<file path="src/rtl/core/grrs_lane.sv">
module grrs_lane #(
    parameter int SAMPLE_BITS = 20,
    parameter int WEIGHT_FRAC = 16
) (
    input  logic                             i_clk,
    input  logic                             i_en,
    input  logic [SAMPLE_BITS-1:0]           i_radar,
    input  logic [SAMPLE_BITS+WEIGHT_FRAC-1:0] i_weight,
    output logic [SAMPLE_BITS-1:0]           o_scaled
);

    localparam int LO_W = SAMPLE_BITS + WEIGHT_FRAC;

    logic [SAMPLE_BITS-1:0] w_hi_weight;
    logic [WEIGHT_FRAC-1:0] w_lo_weight;
    logic [SAMPLE_BITS-1:0] n_hi;
    logic [LO_W-1:0]        n_lo;
    logic [SAMPLE_BITS-1:0] r_hi;
    logic [SAMPLE_BITS-1:0] r_lo;
    logic [SAMPLE_BITS-1:0] r_scaled;

    // weight split at the binary point: integer part times radar lands unshifted,
    // only the fraction product needs the shift; sums wrap at the field width
    assign w_hi_weight = i_weight[LO_W-1:WEIGHT_FRAC];
    assign w_lo_weight = i_weight[WEIGHT_FRAC-1:0];
    assign n_hi        = i_radar * w_hi_weight;
    assign n_lo        = LO_W'(i_radar) * LO_W'(w_lo_weight);

    always_ff @(posedge i_clk) begin
        if (i_en) begin
            r_hi     <= n_hi;
            r_lo     <= n_lo[LO_W-1:WEIGHT_FRAC];
            r_scaled <= r_hi + r_lo;
        end
    end

    assign o_scaled = r_scaled;

endmodule

</file>
<file path="config.mk">
export PLATFORM = sky130hd
export DESIGN_NAME = grrs_lane
export DESIGN_NICKNAME = d
export VERILOG_FILES = /design/src/rtl/core/grrs_lane.sv
export SDC_FILE = /design/constraint.sdc
export NUM_CORES = 1
export LEC_CHECK = 0
export BUFFER_PORTS_ARGS = -buffer_cell sky130_fd_sc_hd__buf_4
export CAP_MARGIN = 20
export CORE_MARGIN = 5
export CORE_UTILIZATION = 60
export CTS_CLUSTER_DIAMETER = 40
export DETAILED_ROUTE_END_ITERATION = 12
export PLACE_DENSITY = 0.78
export SYNTH_ARGS = -nofsm -noshare
export SYNTH_HDL_FRONTEND = slang
export SYNTH_SLANG_ARGS = --single-unit
</file>
<file path="constraint.sdc">
create_clock -name i_clk -period 13.3 [get_ports i_clk]
set_clock_uncertainty 0.05 [all_clocks]
set_input_delay 0 -clock i_clk [delete_from_list [all_inputs] [get_ports i_clk]]
set_output_delay 0 -clock i_clk [all_outputs]
set_load 0.02 [all_outputs]
</file>
==> results.toml <==
[yosys]
syn_area_per_cell_um2 = 9.19
syn_area_um2 = 18500
yosysTopAreaCellShare_pct = 41.9
synth_most_common_cell = "inv_1"
synthTopCellsByCount = "464 x inv_1, 387 x fa_1, 315 x nand2_1, 230 x and2_1, 193 x ha_1"
synthSimpleGateAreaFrac_pct = 16.6
syn_nets = 2649
yosys_most_used_dff = "edfxtp_1"
synthArstFlopShare_pct = 0
synth_area_leaders = "fa_1 42%, ha_1 13%, edfxtp_1 9.7%"
syn_inst = 2011
synth_cell_types = 51
synth_fa_ha_area_share_pct = 55.0
yosysSeqAreaShare_pct = 9.75
synth-xor-area-share_pct = 3.84
yosys.area.top_type = "fa_1"
synthMuxAreaShare_pct = 0
ys_ff_latch = 60
synth_warnings = 0
synth_compound_area_share_pct = 3.50
synth_edf_count = 60
synth_top_family_by_area = "adder cells"

[critical_path]
cpPeakStageDelay_ns = 0.53
crit_slowest_cell = "fa_1"
cp-start-kind = "input port"
crit_arrival_ns = 6.11
path_class = "in2reg"
worstPathMaxFanout = 24
worstPathRequired_ns = 13.33
worst_path_most_repeated_cell = "fa_1"
worstPathCellList = "buf_4 -> nand2_1 -> fa_1 -> fa_1 -> fa_1 -> inv_1 -> fa_1 -> fa_1 -> inv_1 -> fa_1 -> inv_1 -> ha_1 -> a211oi_1 -> o211ai_1 -> a211oi_2 -> o31ai_1 -> a221o_1 -> and2_1 -> o21a_1 -> o21a_1 -> o21a_1 -> nor2_2 -> xnor2_1"
cp-end-kind = "register"

[placement]
numPortBuffers = 77
place_ws_ns = 6.87
dp_hpwl_um = 34100
gp_congestion = 0.918
place_inst = 2388

[timing]
finalCritPeriodShare_pct = 45.7
max-slew-margin-rel_pct = 49.2
finalMaxSlewViolations = 0
worst_pin_slew_ns = 0.762
max_freq_mhz = 164
hold_viol_final = 0
rsz0062_at_grt = "false"
final.setup.tns_ns = 0
setup_viol = 0
min_period_ns = 6.08
layout_setup_ws_ns = 7.22

[route]
dr.pass1.iters = 5
vias = 13300
wl_um = 44100
routedWlPerCell_um = 18.4
vias_per_cell = 5.52
drtIter0Drc = 796
drc_errors = 0
ant_nets = 0

[run]
cap_violations = 0

[final_layout]
n_antenna_cell = 0
drive_gt1_share_pct = 5.23
area_growth_pct = 5.58
final_nets = 2641
final_cells = 2404

[grt]
overflow = 0
gr-usage-all-layers_pct = 27.4
grt_max_degree = 61
grt_first_pass_wirelength_um = 74300
grt_antenna_before_repair = 2
grt_pass1_vias = 14600

[die]
core_um2 = 30500
initial_core_util_pct = 60.6
rows = 64
fp.dieW_um = 186
io_pins = 78
die_h_um = 186
die_area_um2 = 34400

[clock_tree]
clkSinkCount = 60
cts_tree = "done"
cts.path.max_buffers = 2
ctsHoldBuffers = 0
root_buffer = "clkbuf_16"
cts_made_buffers = 9
h-tree-depth = 3
cts_setup_buffers = 0
clkLatencyLatePin_ns = 0.33
path_clk_slew_ns = 0.06
post_cts_resized = 0

[min_path]
hp-class = "in2reg"

[status]
status = "finished, final reports clean"
cell type report:
type | count | area (um2)
clock buffer | 9 | 225
inverter | 464 | 1740
multi-input combinational | 1391 | 14600
timing repair buffer | 77 | 578
clock inverter | 7 | 98.8
tap | 396 | 495
fill | 2505 | 11000
sequential | 60 | 1800
logic make-up after synthesis:
logic type               Yosys count
XOR/XNOR                          81
buffers and inverters            560
adder cells (fa/ha/maj)          580
AO/OA/AOI/OAI                     96
AND/OR/NAND/NOR                  634
flip-flops                        60
worst paths after layout:
path | start | to | slack (ns) | depth (start not counted)
hold reg to reg | r_lo[0] | o_scaled[0] | 0.50 | 1
hold / removal | i_weight[16] | r_hi[0] | 0.14 | 2
setup reg to reg | r_hi[1] | o_scaled[19] | 9.99 | 12
setup / recovery | i_radar[12] | r_lo[9] | 7.22 | 23
placed cells by master (no fill, tap or decap), drive strengths merged, types with 7 or more instances in the layout:
master and count:
o21ai 18, o21a 9, xnor2 67, nor2 43, xor2 14, nor2b 8, nor3 12, fa 387
a21o 7, and2 231, nand2 315, inv 465, edfxtp 60, clkbuf 9, buf 77, a21oi 30
ha 193
critical path, delay by kind of cell:
kind / cells / cell delay, ns
AOI/OAI and AO/OA: 8 / 1.82
xor gates and xnor gates: 1 / 0.08
adders and majority gates: 7 / 3.30
buffers and inverters: 4 / 0.46
and+or+nand+nor: 3 / 0.46
layer usage:
layer / routed length (um) / up-vias / track usage [%]
li1: - / 5894 / -
met3: 3410 / 86 / 4.85
met4: 1310 / 4 / 8.02
met5: 27 / - / 0
met1: 17800 / 6746 / 36.4
met2: 21600 / 529 / 46.6
registers in the layout, indices dropped and copies added (netlist names):
signal and count:
o_scaled 20, r_lo 20, r_hi 20
through the flow:
stage	util (%)	hold slack [ns]	instance area [um2]
floorplan	-	0.0625	18500
global placement	62.9	0.383	19200
detailed placement	62.9	0.379	19200
CTS	64.0	0.137	19500
global route	64.0	0.155	19500
finish	64.0	0.142	19500
Power is not shown: default switching activity piles up to over one toggle a cycle in this logic, so the estimate is an artifact.
