## config.mk

```make
export PLATFORM = sky130hd
export DESIGN_NAME = grrs_merge_flat
export DESIGN_NICKNAME = d
export VERILOG_FILES = /design/src/rtl/core/grrs_pkg.sv /design/src/rtl/core/grrs_out_if.sv /design/src/rtl/core/grrs_merge.sv /design/src/flat_wrapper.sv
export SDC_FILE = /design/constraint.sdc
export NUM_CORES = 1
export LEC_CHECK = 0
export ABC_AREA = 1
export ABC_CLOCK_PERIOD_IN_PS = 2900
export BUFFER_PORTS_ARGS = -buffer_cell sky130_fd_sc_hd__buf_2
export CAP_MARGIN = 5
export CORE_MARGIN = 2
export CORE_UTILIZATION = 44
export DETAILED_ROUTE_END_ITERATION = 8
export GPL_TIMING_DRIVEN = 0
export PLACE_DENSITY = 0.85
export SLEW_MARGIN = 10
export SYNTH_ARGS = -nofsm -noshare
export SYNTH_HDL_FRONTEND = slang
export SYNTH_SLANG_ARGS = --single-unit
```

## constraint.sdc

```tcl
create_clock -name i_clk -period 2.9 [get_ports i_clk]
set_input_delay 0.145 -clock i_clk [delete_from_list [all_inputs] [get_ports i_clk]]
set_output_delay 0.145 -clock i_clk [all_outputs]
set_load 0.05 [all_outputs]
```

## src/rtl/core/grrs_pkg.sv

```systemverilog
package grrs_pkg;

    localparam int QUARTERS = 4;

    typedef enum logic [1:0] {
        CASE_GAUGE_ZERO = 2'd0,
        CASE_EVEN_SPLIT = 2'd1,
        CASE_RATIO      = 2'd2
    } t_case;

    typedef struct packed {
        logic  valid;
        t_case code;
    } t_ctl;

endpackage

```

## src/rtl/core/grrs_out_if.sv

```systemverilog
interface grrs_out_if #(
    parameter int SAMPLE_BITS = 20
);
    logic                   valid;
    logic                   ready;
    logic [SAMPLE_BITS-1:0] scaled_q1;
    logic [SAMPLE_BITS-1:0] scaled_q2;
    logic [SAMPLE_BITS-1:0] scaled_q3;
    logic [SAMPLE_BITS-1:0] scaled_q4;
    logic [1:0]             case_code;

    modport source (
        output valid, scaled_q1, scaled_q2, scaled_q3, scaled_q4, case_code,
        input  ready
    );

    modport sink (
        input  valid, scaled_q1, scaled_q2, scaled_q3, scaled_q4, case_code,
        output ready
    );
endinterface

```

## src/rtl/core/grrs_merge.sv

```systemverilog
module grrs_merge #(
    parameter int SAMPLE_BITS = 20
) (
    input  logic                   i_clk,
    input  logic                   i_rst_n,
    input  grrs_pkg::t_ctl         i_ctl,
    input  logic [SAMPLE_BITS-1:0] i_even,
    input  logic [SAMPLE_BITS-1:0] i_scaled [grrs_pkg::QUARTERS],
    output logic                   o_en,
    grrs_out_if.source             o_out
);

    logic                   r_valid;
    grrs_pkg::t_case        r_code;
    logic [SAMPLE_BITS-1:0] r_scaled [grrs_pkg::QUARTERS];
    logic [SAMPLE_BITS-1:0] n_scaled [grrs_pkg::QUARTERS];

    // pipeline moves whenever the output slot is free or being emptied
    assign o_en = !r_valid || o_out.ready;

    always_comb begin
        for (int k = 0; k < grrs_pkg::QUARTERS; k++) begin
            case (i_ctl.code)
                grrs_pkg::CASE_GAUGE_ZERO: n_scaled[k] = '0;
                grrs_pkg::CASE_EVEN_SPLIT: n_scaled[k] = i_even;
                default:                   n_scaled[k] = i_scaled[k];
            endcase
        end
    end

    always_ff @(posedge i_clk) begin
        if (!i_rst_n) begin
            r_valid <= 1'b0;
        end else if (o_en) begin
            r_valid <= i_ctl.valid;
        end
    end

    always_ff @(posedge i_clk) begin
        if (o_en) begin
            r_code   <= i_ctl.code;
            r_scaled <= n_scaled;
        end
    end

    assign o_out.valid     = r_valid;
    assign o_out.scaled_q1 = r_scaled[0];
    assign o_out.scaled_q2 = r_scaled[1];
    assign o_out.scaled_q3 = r_scaled[2];
    assign o_out.scaled_q4 = r_scaled[3];
    assign o_out.case_code = r_code;

endmodule

```

## src/flat_wrapper.sv

```systemverilog
// flat-port wrapper written by rule: the top's interface ports become plain ports
module grrs_merge_flat 
#(
    parameter int SAMPLE_BITS = 20
)
  (i_clk, i_rst_n, i_ctl, i_even, i_scaled, o_en, o_out_valid, o_out_scaled_q1, o_out_scaled_q2, o_out_scaled_q3, o_out_scaled_q4, o_out_case_code, o_out_ready);
  grrs_out_if #(.SAMPLE_BITS(SAMPLE_BITS)) o_out_i ();
  input  logic i_clk;
  input  logic i_rst_n;
  input  grrs_pkg::t_ctl i_ctl;
  input  logic [SAMPLE_BITS-1:0] i_even;
  input  logic [SAMPLE_BITS-1:0] i_scaled[grrs_pkg::QUARTERS];
  output logic o_en;
  output wire logic [$bits(o_out_i.valid)-1:0] o_out_valid;
  output wire logic [$bits(o_out_i.scaled_q1)-1:0] o_out_scaled_q1;
  output wire logic [$bits(o_out_i.scaled_q2)-1:0] o_out_scaled_q2;
  output wire logic [$bits(o_out_i.scaled_q3)-1:0] o_out_scaled_q3;
  output wire logic [$bits(o_out_i.scaled_q4)-1:0] o_out_scaled_q4;
  output wire logic [$bits(o_out_i.case_code)-1:0] o_out_case_code;
  input wire logic [$bits(o_out_i.ready)-1:0] o_out_ready;
  assign o_out_valid = o_out_i.valid;
  assign o_out_scaled_q1 = o_out_i.scaled_q1;
  assign o_out_scaled_q2 = o_out_i.scaled_q2;
  assign o_out_scaled_q3 = o_out_i.scaled_q3;
  assign o_out_scaled_q4 = o_out_i.scaled_q4;
  assign o_out_case_code = o_out_i.case_code;
  assign o_out_i.ready = o_out_ready;
  grrs_merge #(.SAMPLE_BITS(SAMPLE_BITS)) u_core (.i_clk(i_clk), .i_rst_n(i_rst_n), .i_ctl(i_ctl), .i_even(i_even), .i_scaled(i_scaled), .o_en(o_en), .o_out(o_out_i));
endmodule
```

==> metrics.txt <==
worst hold path type=input pin to flip-flop; crit path time final=1590 ps; pin count of the biggest net entering global routing=49; maximum VDD drop=329 µV; type of the worst setup path=flip-flop to output port; drt pass-1 iters=6; die area=0.00857 mm²; Relative slew margins=66.2%; GP Congestion=0.761; FP Rows=32; r2r startpoint=u_core.o_out.valid; wire length per cell=15.5 µm; initial drt markers=115; most frequent cells in the layout=buf_2, nand2_1, edfxtp_1; setup ws final=1310 ps; layout net count=591; nature of the critical path startpoint=flip-flop; Hold Fails Final Rpt=0; Max Freq=0.630 GHz; remaining global-route overflow=0; DP HPWL=6550 µm; WP buf/inv=1; syn_area_per_cell=12.3 µm²; register-to-register setup slack=1480 ps; commonest non-fill, non-tap cell in the layout=buf_2; critical path, cell by cell=nand2_4, buf_2; cts bufs inserted=9; initial antenna violation count=0; measured slew at the worst slew-check pin=506 ps; CTS tree=built; area grow syn2layout=38.7%; CTS root buf=clkbuf_8; status=completed; Data arrival, critical path=1440 ps; num ports=190; Die X=92.6 µm; fin crit share=54.8%; Fin Setup TNS=0 ps; vias in the first global route=2803; reg-to-reg critical path endpoint=u_core.o_out.scaled_q2[12]; Die Span Y=92.6 µm; crit path to=o_en; register area share after synthesis=71.9%; DR DRC count=0; Crit path max-delay family=simple AND/OR/NAND/NOR gates; Post-Syn Area=0.00345 mm²; share of cells above drive strength 1=48.8%; critical path's largest stage delay=390 ps; Data required, critical path=2760 ps; Via density=4.62; Final Max Tran Viols=0; Yosys cell types=11; GRT Total Usage=21.5%; Initial Util=45.2%; worst hold margin=35.0 ps; first-pass GRT wire length=13600 µm; Clock Path Buffers=2; TritonCTS Sinks=83; final core occ=62.6%; critical path's slowest cell=nand2_4; Worst Setup End Kind=output port; crit path from=u_core.o_out.valid; worst-path fanout max=37; pwr/cell area=645 mW/mm²; Syn Inst Count=281; Routed WL=9200 µm; power after layout=3.09 mW; Core ar.=0.00765 mm²; IO buf count=189; Worst path depth=2; ant diodes=0; yosys warns=0; Leakage=2.66 nW; synthesized net count=387; R2R cell count=2; Clock Pin Slew Worst Setup and Hold Paths=80 ps; Detail Route Antenna Nets=0; # setup viols final=0; vias=2734; H-tree lvl count=3; post-place setup slack=1500 ps; WHS Path Cells=3; post-CTS sizing=0; synthesized flop and latch total=83; RSZ-0062 raised after global routing=false; Max Cap Viol=0; Fin Clk Skew=13.1 ps; Clk Latency, worst-skew pair=340 ps
==> power by group <==
part	switching, mW	internal [mW]	total (mW)
clock network	0.386	0.486	0.872
registers	0.0271	1.45	1.47
logic	0.570	0.174	0.744
total	0.983	2.11	3.09
==> metrics by stage <==
stage / instance area [µm²] / instances
3_5_place_dp: 4550 / 573
5_1_grt: 4790 / 592
3_3_place_gp: 4530 / 572
4_1_cts: 4790 / 592
2_1_floorplan: 3460 / 281
6_report: 4790 / 592
==> worst min path at each step <==
stage	start	to	slack [ps]
2_1_floorplan	i_ctl[0]	u_core.o_out.case_code[0]	240
3_3_place_gp	i_ctl[0]	u_core.o_out.case_code[0]	340
3_5_place_dp	i_ctl[0]	u_core.o_out.case_code[0]	340
4_1_cts	i_ctl[2]	u_core.o_out.valid	20
5_1_grt	i_ctl[2]	u_core.o_out.valid	50
6_report	i_ctl[2]	u_core.o_out.valid	40
==> registers in the layout (all words and copies together), names as in the netlist <==
name,flops
u_core.o_out.scaled_q1,20
u_core.o_out.case_code,2
u_core.o_out.scaled_q2,20
u_core.o_out.scaled_q3,20
u_core.o_out.scaled_q4,20
u_core.o_out.valid,1
==> cell usage after synthesis (all sizes together) <==
master / number / share of area, %
nand2: 181 / 24
edfxtp: 82 / 71
buf: 11 / 2.6
inv: 4 / 0.43
a21oi: 1 / 0.14
dfxtp: 1 / 0.58
nor2: 1 / 0.58
==> logic make-up (layout without fill, tap and decap cells) <==
family                 Yosys count  count (layout)  share of synthesized area (%)
buffers and inverters           15             224                           3.08
AOI/OAI and AO/OA                1               1                          0.145
DFF                             83              83                           71.9
and+or+nand+nor                182             182                           24.9
==> tightest hold or removal path, stage by stage <==
cell,delay (ps)
buf_2,100
inv_1,40
a21oi_1,50
==> cell type report <==
cell class	instances	area (µm²)
multi-input combinational	183	872
tap	102	128
timing repair buffer	193	996
clock buffer	13	139
sequential	83	2480
buffer	11	91.3
clock inverter	3	65.1
fill	635	2860
inverter	4	15.0
==> timing repair <==
action	in CTS	in global routing
hold endpoints to repair	3	0
hold buffers	3	0
setup buffers	0	0
==> metal layers <==
layer | part of all wire [%] | wire length (µm) | up-vias | GRT usage [%]
met5 | 0 | 0 | - | 0
met4 | 1.8 | 170 | 0 | 9.20
met3 | 6.3 | 584 | 18 | 4.23
met2 | 54 | 4940 | 125 | 39.7
met1 | 38 | 3510 | 1265 | 23.9
li1 | - | - | 1326 | -
Note: power is estimated with default switching activity, not from simulation.
